**config.mk**
```make
export PLATFORM = sky130hd
export DESIGN_NAME = touch_sample_pressure_orient_flat
export DESIGN_NICKNAME = d
export VERILOG_FILES = /design/src/hw/rtl/tspo_pkg.sv /design/src/hw/rtl/tspo_if.sv /design/src/hw/rtl/tspo_front.sv /design/src/hw/rtl/tspo_div_cell.sv /design/src/hw/rtl/tspo_back.sv /design/src/hw/rtl/touch_sample_pressure_orient.sv /design/src/flat_wrapper.sv
export SDC_FILE = /design/constraint.sdc
export NUM_CORES = 2
export LEC_CHECK = 0
export BUFFER_PORTS_ARGS = -buffer_cell sky130_fd_sc_hd__buf_2
export CORE_ASPECT_RATIO = 1.2
export CORE_MARGIN = 10
export CORE_UTILIZATION = 57
export DETAILED_ROUTE_END_ITERATION = 8
export MAX_ROUTING_LAYER = met4
export PLACE_DENSITY_LB_ADDON = 0.25
export SYNTH_ARGS = -nofsm -noshare
export SYNTH_HDL_FRONTEND = slang
export SYNTH_HIERARCHICAL = 1
export SYNTH_SLANG_ARGS = --single-unit
```
**constraint.sdc**
```tcl
create_clock -name clk_i -period 8.87 [get_ports clk_i]
set_clock_uncertainty 0.1 [all_clocks]
set_input_delay 1.3305 -clock clk_i [delete_from_list [all_inputs] [get_ports clk_i]]
set_output_delay 1.3305 -clock clk_i [all_outputs]
set_load 0.005 [all_outputs]
```
**src/hw/rtl/tspo_pkg.sv**
```systemverilog
package tspo_pkg;

  // Converter resolution; full scale follows from it.
  localparam int unsigned ADC_BITS = 12;

  // Fixed field widths of the sample and result transactions.
  localparam int unsigned FIELD_W = 12;
  localparam int unsigned PRESS_W = 16;
  localparam int unsigned PLATE_W = 12;

  // Full scale of the converter, compared with raw x and mirrored against at field width.
  localparam logic [31:0] FULL_SCALE = (32'd1 << ADC_BITS) - 32'd1;

  // Width of diff * x * plate_ohms, kept without wrap.
  localparam int unsigned PROD_W = 2 * FIELD_W + PLATE_W;
  localparam int unsigned DIV_STEPS = PROD_W;

  // Rounding of the quotient down to the pressure scale.
  localparam int unsigned ROUND_SHIFT = 12;
  localparam logic [PROD_W:0] ROUND_ADD = (PROD_W + 1)'(2047);
  localparam int unsigned SCALED_W = PROD_W + 1 - ROUND_SHIFT;

  // Configuration port.
  localparam int unsigned CFG_IDX_W = 3;
  localparam int unsigned CFG_DATA_W = 16;
  localparam logic [CFG_IDX_W-1:0] CFG_SWAP_AXES = 3'd0;
  localparam logic [CFG_IDX_W-1:0] CFG_MIRROR_X = 3'd1;
  localparam logic [CFG_IDX_W-1:0] CFG_MIRROR_Y = 3'd2;
  localparam logic [CFG_IDX_W-1:0] CFG_PLATE_OHMS = 3'd3;
  localparam logic [CFG_IDX_W-1:0] CFG_PRESS_LIMIT = 3'd4;

  localparam logic [PLATE_W-1:0] PLATE_RESET = PLATE_W'(700);
  localparam logic [PRESS_W-1:0] LIMIT_RESET = PRESS_W'(3000);

  // Configuration seen by the output stage.
  typedef struct packed {
    logic swap_axes;
    logic mirror_x;
    logic mirror_y;
    logic [PRESS_W-1:0] pressure_limit;
  } tspo_post_cfg_t;

  // Item as it travels down the divider chain.
  typedef struct packed {
    logic [FIELD_W-1:0] x;
    logic [FIELD_W-1:0] y;
    logic [FIELD_W-1:0] z1;
    logic force_zero;
    logic [FIELD_W-1:0] rem;
    logic [PROD_W-1:0] dq;
  } tspo_div_t;

endpackage

```
**src/hw/rtl/tspo_if.sv**
```systemverilog
// Raw sample channel.
interface tspo_in_if;
  logic valid;
  logic ready;
  logic [tspo_pkg::FIELD_W-1:0] raw_x;
  logic [tspo_pkg::FIELD_W-1:0] raw_y;
  logic [tspo_pkg::FIELD_W-1:0] raw_z1;
  logic [tspo_pkg::FIELD_W-1:0] raw_z2;

  modport source (output valid, raw_x, raw_y, raw_z1, raw_z2, input ready);
  modport sink (input valid, raw_x, raw_y, raw_z1, raw_z2, output ready);
endinterface

// Conditioned result channel.
interface tspo_out_if;
  logic valid;
  logic ready;
  logic [tspo_pkg::FIELD_W-1:0] pos_x;
  logic [tspo_pkg::FIELD_W-1:0] pos_y;
  logic [tspo_pkg::PRESS_W-1:0] pressure;
  logic sample_ok;

  modport source (output valid, pos_x, pos_y, pressure, sample_ok, input ready);
  modport sink (input valid, pos_x, pos_y, pressure, sample_ok, output ready);
endinterface

```
**src/hw/rtl/tspo_front.sv**
```systemverilog
module tspo_front (
  input  logic                            clk_i,
  input  logic                            rst_ni,
  input  logic                            valid_i,
  output logic                            ready_o,
  input  logic [tspo_pkg::FIELD_W-1:0]    raw_x_i,
  input  logic [tspo_pkg::FIELD_W-1:0]    raw_y_i,
  input  logic [tspo_pkg::FIELD_W-1:0]    raw_z1_i,
  input  logic [tspo_pkg::FIELD_W-1:0]    raw_z2_i,
  input  logic [tspo_pkg::PLATE_W-1:0]    plate_ohms_i,
  output logic                            valid_o,
  input  logic                            ready_i,
  output tspo_pkg::tspo_div_t             data_o
);
  import tspo_pkg::*;

  logic [FIELD_W-1:0] x_fix;
  logic [FIELD_W-1:0] diff;

  logic a_valid_q;
  logic a_ready;
  logic [FIELD_W-1:0] a_x_q, a_y_q, a_z1_q;
  logic a_zero_q;
  logic [2*FIELD_W-1:0] a_prod_q;

  logic b_valid_q;
  logic b_ready;
  tspo_div_t b_data_q;

  // A full-scale x reading is invalid and becomes zero; z2 below z1 clamps to zero.
  always_comb begin
    x_fix = (32'(raw_x_i) == FULL_SCALE) ? '0 : raw_x_i;
    diff = (raw_z2_i > raw_z1_i) ? (raw_z2_i - raw_z1_i) : '0;
  end

  assign b_ready = !b_valid_q || ready_i;
  assign a_ready = !a_valid_q || b_ready;
  assign ready_o = a_ready;

  // First stage: diff times x.
  always_ff @(posedge clk_i or negedge rst_ni) begin
    if (!rst_ni) begin
      a_valid_q <= 1'b0;
    end else if (a_ready) begin
      a_valid_q <= valid_i;
    end
  end

  always_ff @(posedge clk_i) begin
    if (a_ready && valid_i) begin
      a_x_q    <= x_fix;
      a_y_q    <= raw_y_i;
      a_z1_q   <= raw_z1_i;
      a_zero_q <= (raw_z1_i == '0);
      a_prod_q <= (2*FIELD_W)'(diff) * (2*FIELD_W)'(x_fix);
    end
  end

  // Second stage: times the plate factor, full 36-bit product.
  always_ff @(posedge clk_i or negedge rst_ni) begin
    if (!rst_ni) begin
      b_valid_q <= 1'b0;
    end else if (b_ready) begin
      b_valid_q <= a_valid_q;
    end
  end

  always_ff @(posedge clk_i) begin
    if (b_ready && a_valid_q) begin
      b_data_q.x          <= a_x_q;
      b_data_q.y          <= a_y_q;
      b_data_q.z1         <= a_z1_q;
      b_data_q.force_zero <= a_zero_q;
      b_data_q.rem        <= '0;
      b_data_q.dq         <= PROD_W'(a_prod_q) * PROD_W'(plate_ohms_i);
    end
  end

  assign valid_o = b_valid_q;
  assign data_o  = b_data_q;

endmodule

```
**src/hw/rtl/tspo_div_cell.sv**
```systemverilog
module tspo_div_cell (
  input  logic                clk_i,
  input  logic                rst_ni,
  input  logic                valid_i,
  output logic                ready_o,
  input  tspo_pkg::tspo_div_t data_i,
  output logic                valid_o,
  input  logic                ready_i,
  output tspo_pkg::tspo_div_t data_o
);
  import tspo_pkg::*;

  logic valid_q;
  tspo_div_t data_q;
  tspo_div_t data_d;
  logic [FIELD_W:0] trial;
  logic take;

  // One restoring division step: bring down the next dividend bit and
  // subtract the divisor when it fits.
  always_comb begin
    trial = {data_i.rem, data_i.dq[PROD_W-1]};
    take = (trial >= {1'b0, data_i.z1});
    data_d = data_i;
    data_d.rem = take ? FIELD_W'(trial - {1'b0, data_i.z1}) : trial[FIELD_W-1:0];
    data_d.dq = {data_i.dq[PROD_W-2:0], take};
  end

  assign ready_o = !valid_q || ready_i;

  always_ff @(posedge clk_i or negedge rst_ni) begin
    if (!rst_ni) begin
      valid_q <= 1'b0;
    end else if (ready_o) begin
      valid_q <= valid_i;
    end
  end

  always_ff @(posedge clk_i) begin
    if (ready_o && valid_i) begin
      data_q <= data_d;
    end
  end

  assign valid_o = valid_q;
  assign data_o  = data_q;

endmodule

```
**src/hw/rtl/tspo_back.sv**
```systemverilog
module tspo_back (
  input  logic                            clk_i,
  input  logic                            rst_ni,
  input  logic                            valid_i,
  output logic                            ready_o,
  input  tspo_pkg::tspo_div_t             data_i,
  input  tspo_pkg::tspo_post_cfg_t        cfg_i,
  output logic                            valid_o,
  input  logic                            ready_i,
  output logic [tspo_pkg::FIELD_W-1:0]    pos_x_o,
  output logic [tspo_pkg::FIELD_W-1:0]    pos_y_o,
  output logic [tspo_pkg::PRESS_W-1:0]    pressure_o,
  output logic                            sample_ok_o
);
  import tspo_pkg::*;

  logic [PROD_W:0] rounded;
  logic [SCALED_W-1:0] scaled;
  logic [PRESS_W-1:0] press;
  logic [FIELD_W-1:0] sx, sy, px, py;

  logic valid_q;
  logic [FIELD_W-1:0] pos_x_q, pos_y_q;
  logic [PRESS_W-1:0] press_q;
  logic ok_q;

  // Round the quotient to the pressure scale and saturate; a force_zero item gives zero.
  always_comb begin
    rounded = {1'b0, data_i.dq} + ROUND_ADD;
    scaled = rounded[PROD_W:ROUND_SHIFT];
    if (data_i.force_zero) begin
      press = '0;
    end else if (|scaled[SCALED_W-1:PRESS_W]) begin
      press = '1;
    end else begin
      press = scaled[PRESS_W-1:0];
    end
  end

  // Optional axis swap, then mirroring against full scale.
  always_comb begin
    sx = cfg_i.swap_axes ? data_i.y : data_i.x;
    sy = cfg_i.swap_axes ? data_i.x : data_i.y;
    px = cfg_i.mirror_x ? (FULL_SCALE[FIELD_W-1:0] - sx) : sx;
    py = cfg_i.mirror_y ? (FULL_SCALE[FIELD_W-1:0] - sy) : sy;
  end

  assign ready_o = !valid_q || ready_i;

  // Output register holds a finished transaction until it is taken.
  always_ff @(posedge clk_i or negedge rst_ni) begin
    if (!rst_ni) begin
      valid_q <= 1'b0;
    end else if (ready_o) begin
      valid_q <= valid_i;
    end
  end

  always_ff @(posedge clk_i) begin
    if (ready_o && valid_i) begin
      pos_x_q <= px;
      pos_y_q <= py;
      press_q <= press;
      ok_q    <= (press != '0) && (press < cfg_i.pressure_limit);
    end
  end

  assign valid_o     = valid_q;
  assign pos_x_o     = pos_x_q;
  assign pos_y_o     = pos_y_q;
  assign pressure_o  = press_q;
  assign sample_ok_o = ok_q;

endmodule

```
**src/hw/rtl/touch_sample_pressure_orient.sv**
```systemverilog
// Pipeline: two multiply stages, one divider cell per quotient bit for 36 cells,
// one output register. Throughput: one sample per cycle unless the output stalls;
// every stage holds its own valid bit, so the chain keeps filling while a finished
// result waits at the output.
// Reset (rst_ni, asynchronous, active low) empties the pipeline and loads the
// register defaults: no swap, no mirroring, plate factor 700, limit 3000.
module touch_sample_pressure_orient (
  input  logic                              clk_i,
  input  logic                              rst_ni,
  tspo_in_if.sink                           in_if,
  tspo_out_if.source                        out_if,
  input  logic                              cfg_we_i,
  input  logic [tspo_pkg::CFG_IDX_W-1:0]    cfg_idx_i,
  input  logic [tspo_pkg::CFG_DATA_W-1:0]   cfg_data_i
);
  import tspo_pkg::*;

  logic swap_q, mirror_x_q, mirror_y_q;
  logic [PLATE_W-1:0] plate_q;
  logic [PRESS_W-1:0] limit_q;
  tspo_post_cfg_t post_cfg;

  logic        link_valid [DIV_STEPS+1];
  logic        link_ready [DIV_STEPS+1];
  tspo_div_t   link_data  [DIV_STEPS+1];

  // Configuration registers.
  always_ff @(posedge clk_i or negedge rst_ni) begin
    if (!rst_ni) begin
      swap_q     <= 1'b0;
      mirror_x_q <= 1'b0;
      mirror_y_q <= 1'b0;
      plate_q    <= PLATE_RESET;
      limit_q    <= LIMIT_RESET;
    end else if (cfg_we_i) begin
      case (cfg_idx_i)
        CFG_SWAP_AXES:   swap_q     <= cfg_data_i[0];
        CFG_MIRROR_X:    mirror_x_q <= cfg_data_i[0];
        CFG_MIRROR_Y:    mirror_y_q <= cfg_data_i[0];
        CFG_PLATE_OHMS:  plate_q    <= cfg_data_i[PLATE_W-1:0];
        CFG_PRESS_LIMIT: limit_q    <= cfg_data_i[PRESS_W-1:0];
        default: ;
      endcase
    end
  end

  assign post_cfg = '{swap_axes: swap_q, mirror_x: mirror_x_q, mirror_y: mirror_y_q,
                      pressure_limit: limit_q};

  // Force, clamp and the two multiply stages.
  tspo_front u_front (
    .clk_i       (clk_i),
    .rst_ni      (rst_ni),
    .valid_i     (in_if.valid),
    .ready_o     (in_if.ready),
    .raw_x_i     (in_if.raw_x),
    .raw_y_i     (in_if.raw_y),
    .raw_z1_i    (in_if.raw_z1),
    .raw_z2_i    (in_if.raw_z2),
    .plate_ohms_i(plate_q),
    .valid_o     (link_valid[0]),
    .ready_i     (link_ready[0]),
    .data_o      (link_data[0])
  );

  // Row of division cells, one quotient bit each.
  for (genvar i = 0; i < DIV_STEPS; i++) begin : g_div
    tspo_div_cell u_cell (
      .clk_i  (clk_i),
      .rst_ni (rst_ni),
      .valid_i(link_valid[i]),
      .ready_o(link_ready[i]),
      .data_i (link_data[i]),
      .valid_o(link_valid[i+1]),
      .ready_i(link_ready[i+1]),
      .data_o (link_data[i+1])
    );
  end

  // Rounding, saturation, orientation and the output register.
  tspo_back u_back (
    .clk_i      (clk_i),
    .rst_ni     (rst_ni),
    .valid_i    (link_valid[DIV_STEPS]),
    .ready_o    (link_ready[DIV_STEPS]),
    .data_i     (link_data[DIV_STEPS]),
    .cfg_i      (post_cfg),
    .valid_o    (out_if.valid),
    .ready_i    (out_if.ready),
    .pos_x_o    (out_if.pos_x),
    .pos_y_o    (out_if.pos_y),
    .pressure_o (out_if.pressure),
    .sample_ok_o(out_if.sample_ok)
  );

endmodule

```
**src/flat_wrapper.sv**
```systemverilog
// flat-port wrapper written by rule: the top's interface ports become plain ports
module touch_sample_pressure_orient_flat import tspo_pkg::*;
  (clk_i, rst_ni, cfg_we_i, cfg_idx_i, cfg_data_i, in_if_valid, in_if_raw_x, in_if_raw_y, in_if_raw_z1, in_if_raw_z2, in_if_ready, out_if_valid, out_if_pos_x, out_if_pos_y, out_if_pressure, out_if_sample_ok, out_if_ready);
  tspo_in_if in_if_i ();
  tspo_out_if out_if_i ();
  input  logic clk_i;
  input  logic rst_ni;
  input  logic cfg_we_i;
  input  logic [tspo_pkg::CFG_IDX_W-1:0] cfg_idx_i;
  input  logic [tspo_pkg::CFG_DATA_W-1:0] cfg_data_i;
  input wire logic [$bits(in_if_i.valid)-1:0] in_if_valid;
  input wire logic [$bits(in_if_i.raw_x)-1:0] in_if_raw_x;
  input wire logic [$bits(in_if_i.raw_y)-1:0] in_if_raw_y;
  input wire logic [$bits(in_if_i.raw_z1)-1:0] in_if_raw_z1;
  input wire logic [$bits(in_if_i.raw_z2)-1:0] in_if_raw_z2;
  output wire logic [$bits(in_if_i.ready)-1:0] in_if_ready;
  output wire logic [$bits(out_if_i.valid)-1:0] out_if_valid;
  output wire logic [$bits(out_if_i.pos_x)-1:0] out_if_pos_x;
  output wire logic [$bits(out_if_i.pos_y)-1:0] out_if_pos_y;
  output wire logic [$bits(out_if_i.pressure)-1:0] out_if_pressure;
  output wire logic [$bits(out_if_i.sample_ok)-1:0] out_if_sample_ok;
  input wire logic [$bits(out_if_i.ready)-1:0] out_if_ready;
  assign in_if_i.valid = in_if_valid;
  assign in_if_i.raw_x = in_if_raw_x;
  assign in_if_i.raw_y = in_if_raw_y;
  assign in_if_i.raw_z1 = in_if_raw_z1;
  assign in_if_i.raw_z2 = in_if_raw_z2;
  assign in_if_ready = in_if_i.ready;
  assign out_if_valid = out_if_i.valid;
  assign out_if_pos_x = out_if_i.pos_x;
  assign out_if_pos_y = out_if_i.pos_y;
  assign out_if_pressure = out_if_i.pressure;
  assign out_if_sample_ok = out_if_i.sample_ok;
  assign out_if_i.ready = out_if_ready;
  touch_sample_pressure_orient u_core (.clk_i(clk_i), .rst_ni(rst_ni), .in_if(in_if_i), .out_if(out_if_i), .cfg_we_i(cfg_we_i), .cfg_idx_i(cfg_idx_i), .cfg_data_i(cfg_data_i));
endmodule
```
==> impl_metrics.py <==
metrics = {
    "outcome": {
        "run_status": "finished, final reports clean",
    },
    "clock_tree": {
        "clock_path_buffers": 4,
        "clkSlewWorstSetupHoldPaths_ps": 60,
        "cts.htree.levels": 5,
        "post_cts_resized": 26,
        "numClockSinks": 3281,
        "ctsHoldBuffers": 0,
        "tritoncts.num_buffers": 318,
        "postCtsSetupBuffers": 0,
        "cts-root-buf": "sky130_fd_sc_hd__clkbuf_16",
        "cts_tree": "built",
        "worst_skew_pair.late_latency_ps": 900,
    },
    "detailed_routing": {
        "met3_length_um": 10900,
        "antenna_left": 0,
        "first_pass_iters": 7,
        "dr_wl_met2_um": 150000,
        "met1_length_um": 103000,
        "route.final.wire_length_um": 276000,
        "detail_route.vias_per_cell": 5.56,
        "drc_errors": 0,
        "dr_total_vias": 73739,
        "wl_per_cell_um": 20.8,
        "drtIter0Drc": 4105,
        "top_layer_used": "met4",
    },
    "floorplan": {
        "start_util_pct": 57.2,
        "die_x_um": 481,
        "core.rowCount": 203,
        "die-height_um": 574,
        "design.portCount": 115,
        "design.die.area_mm2": 0.276,
        "core_area_mm2": 0.255,
    },
    "sta": {
        "timing.final.hold_violations": 0,
        "setup_viol_count_final": 0,
        "final.period_utilization_pct": 96.7,
        "max_slew.worst_pin.slew_ps": 1210,
        "report.final.slew_viol_count": 0,
        "maxClockFrequency_ghz": 0.117,
        "timing.final.crit_period_ps": 8580,
        "relSlewSlack_pct": 18.8,
    },
    "grt": {
        "maximum_number_of_pins_on_one_net_before_global_route_repair": 66,
        "first_global_vias": 77439,
        "gr-total-overflow": 0,
        "antenna_found_initial": 12,
        "global_route_wire_length_before_repair_um": 432000,
        "grt.total_usage_pct": 20.4,
    },
    "critical_path": {
        "worst_setup_path_end_kind": "output port",
        "largest_stage_delay_on_the_critical_path_ps": 200,
        "cp.arrival_ps": 7150,
        "crit_path_frequent_cell": "sky130_fd_sc_hd__nand2b_4",
        "crit_path_start_kind": "input port",
        "worst-setup-path-type": "input port to output port",
        "slowest_stage": "sky130_fd_sc_hd__nand3b_1",
        "critical_path_peak_fanout": 3,
        "required_ps": 7440,
    },
    "synthesis": {
        "synth_cells": 9208,
        "yosysWarningCount": 6,
        "synthesis.area_per_instance_um2": 15.8,
        "syn-cell-area_mm2": 0.146,
    },
    "place": {
        "detailedPlacementHpwl_um": 198000,
        "globalplace.congestion": 0.925,
        "numPortBuffers": 114,
        "post-place-cells": 12673,
    },
    "cells_and_area": {
        "syn2layout_area_growth_pct": 10.7,
        "finish.cell_count_without_fillers": 13252,
        "final_net_count": 10634,
        "share_of_final_layout_standard_cells_stronger_than_drive_strength_1_pct": 13.9,
    },
    "run": {
        "max-cap-violations": 0,
    },
    "hold_path": {
        "min_path_type": "flop to flop",
    },
}
-- layout make-up --
class	instances	area (um^2)
diodes	6	15.0
clock buffers	382	8350
clock inverters	191	1920
fillers	18115	93400
inverters	913	3430
multi-input cells	4852	43200
flip-flops and latches	3281	98200
well taps	3382	4230
repair buffers	245	1790
-- routing by layer --
metal	global-route usage, %	up-vias
met5	-	-
met4	7.92	0
met3	2.62	574
met2	37.4	1612
met1	22.5	36904
li1	-	34649
-- cell usage in the layout (no fill, tap or decap), types with 148 or more instances in the layout --
cell	instances
sky130_fd_sc_hd__nand2_1	503
sky130_fd_sc_hd__a21oi_1	248
sky130_fd_sc_hd__inv_1	910
sky130_fd_sc_hd__clkbuf_16	323
sky130_fd_sc_hd__nand3_1	347
sky130_fd_sc_hd__fa_1	356
sky130_fd_sc_hd__xnor2_1	244
sky130_fd_sc_hd__edfxtp_1	3211
sky130_fd_sc_hd__nor2_1	389
sky130_fd_sc_hd__mux2_4	255
sky130_fd_sc_hd__nor2b_1	148
sky130_fd_sc_hd__ha_1	595
-- worst max-delay path: cells and delay by family --
family,cells,cell delay (ps)
simple gates,38,5540
buf+inv,2,250
-- stage by stage --
step / setup WS [ps] / TNS, ps / hold WS [ps] / utilization (%) / area (um^2)
after detailed placement: -762 / -18190 / 305 / 59.2 / 151000
after global placement: -791 / -20200 / 300 / 59.2 / 151000
final: 292 / 0 / 268 / 63.3 / 161000
after CTS: 0.291 / 0 / 260 / 63.3 / 161000
after floorplan: 18.7 / 0 / 300 / - / 146000
after global routing: -0.933 / -0.933 / 282 / 63.3 / 161000
-- state kept, by name, summed over array words and instances, names as in the netlist, 16 cells and up --
name	count
u_core/u_front/a_prod_q	24
u_core/u_front/data_o	73
u_core/g_div.u_cell/data_o	3036
u_core/u_back/pressure_o	16
u_core/limit_q	16
u_core/g_div.u_cell/valid_o	36
-- worst paths after layout --
check | slack (ps) | cells past startpoint | start | endpoint
min | 270 | 0 | u_core/g_div[13].u_cell/data_o[62] | u_core/g_div[14].u_cell/data_o[62]
max | 290 | 40 | out_if_ready | in_if_ready
max reg2reg | 1810 | 41 | u_core/u_back/valid_o | u_core/u_front/a_prod_q[20]
min reg2reg | 270 | 0 | u_core/g_div[13].u_cell/data_o[62] | u_core/g_div[14].u_cell/data_o[62]
min in group asynchronous | 330 | 1 | rst_ni | u_core/limit_q[15]
max in group asynchronous | 7240 | 2 | rst_ni | u_core/g_div[10].u_cell/valid_o
Power is not shown: default switching activity piles up to over one toggle a cycle in this logic, so the estimate is an artifact.
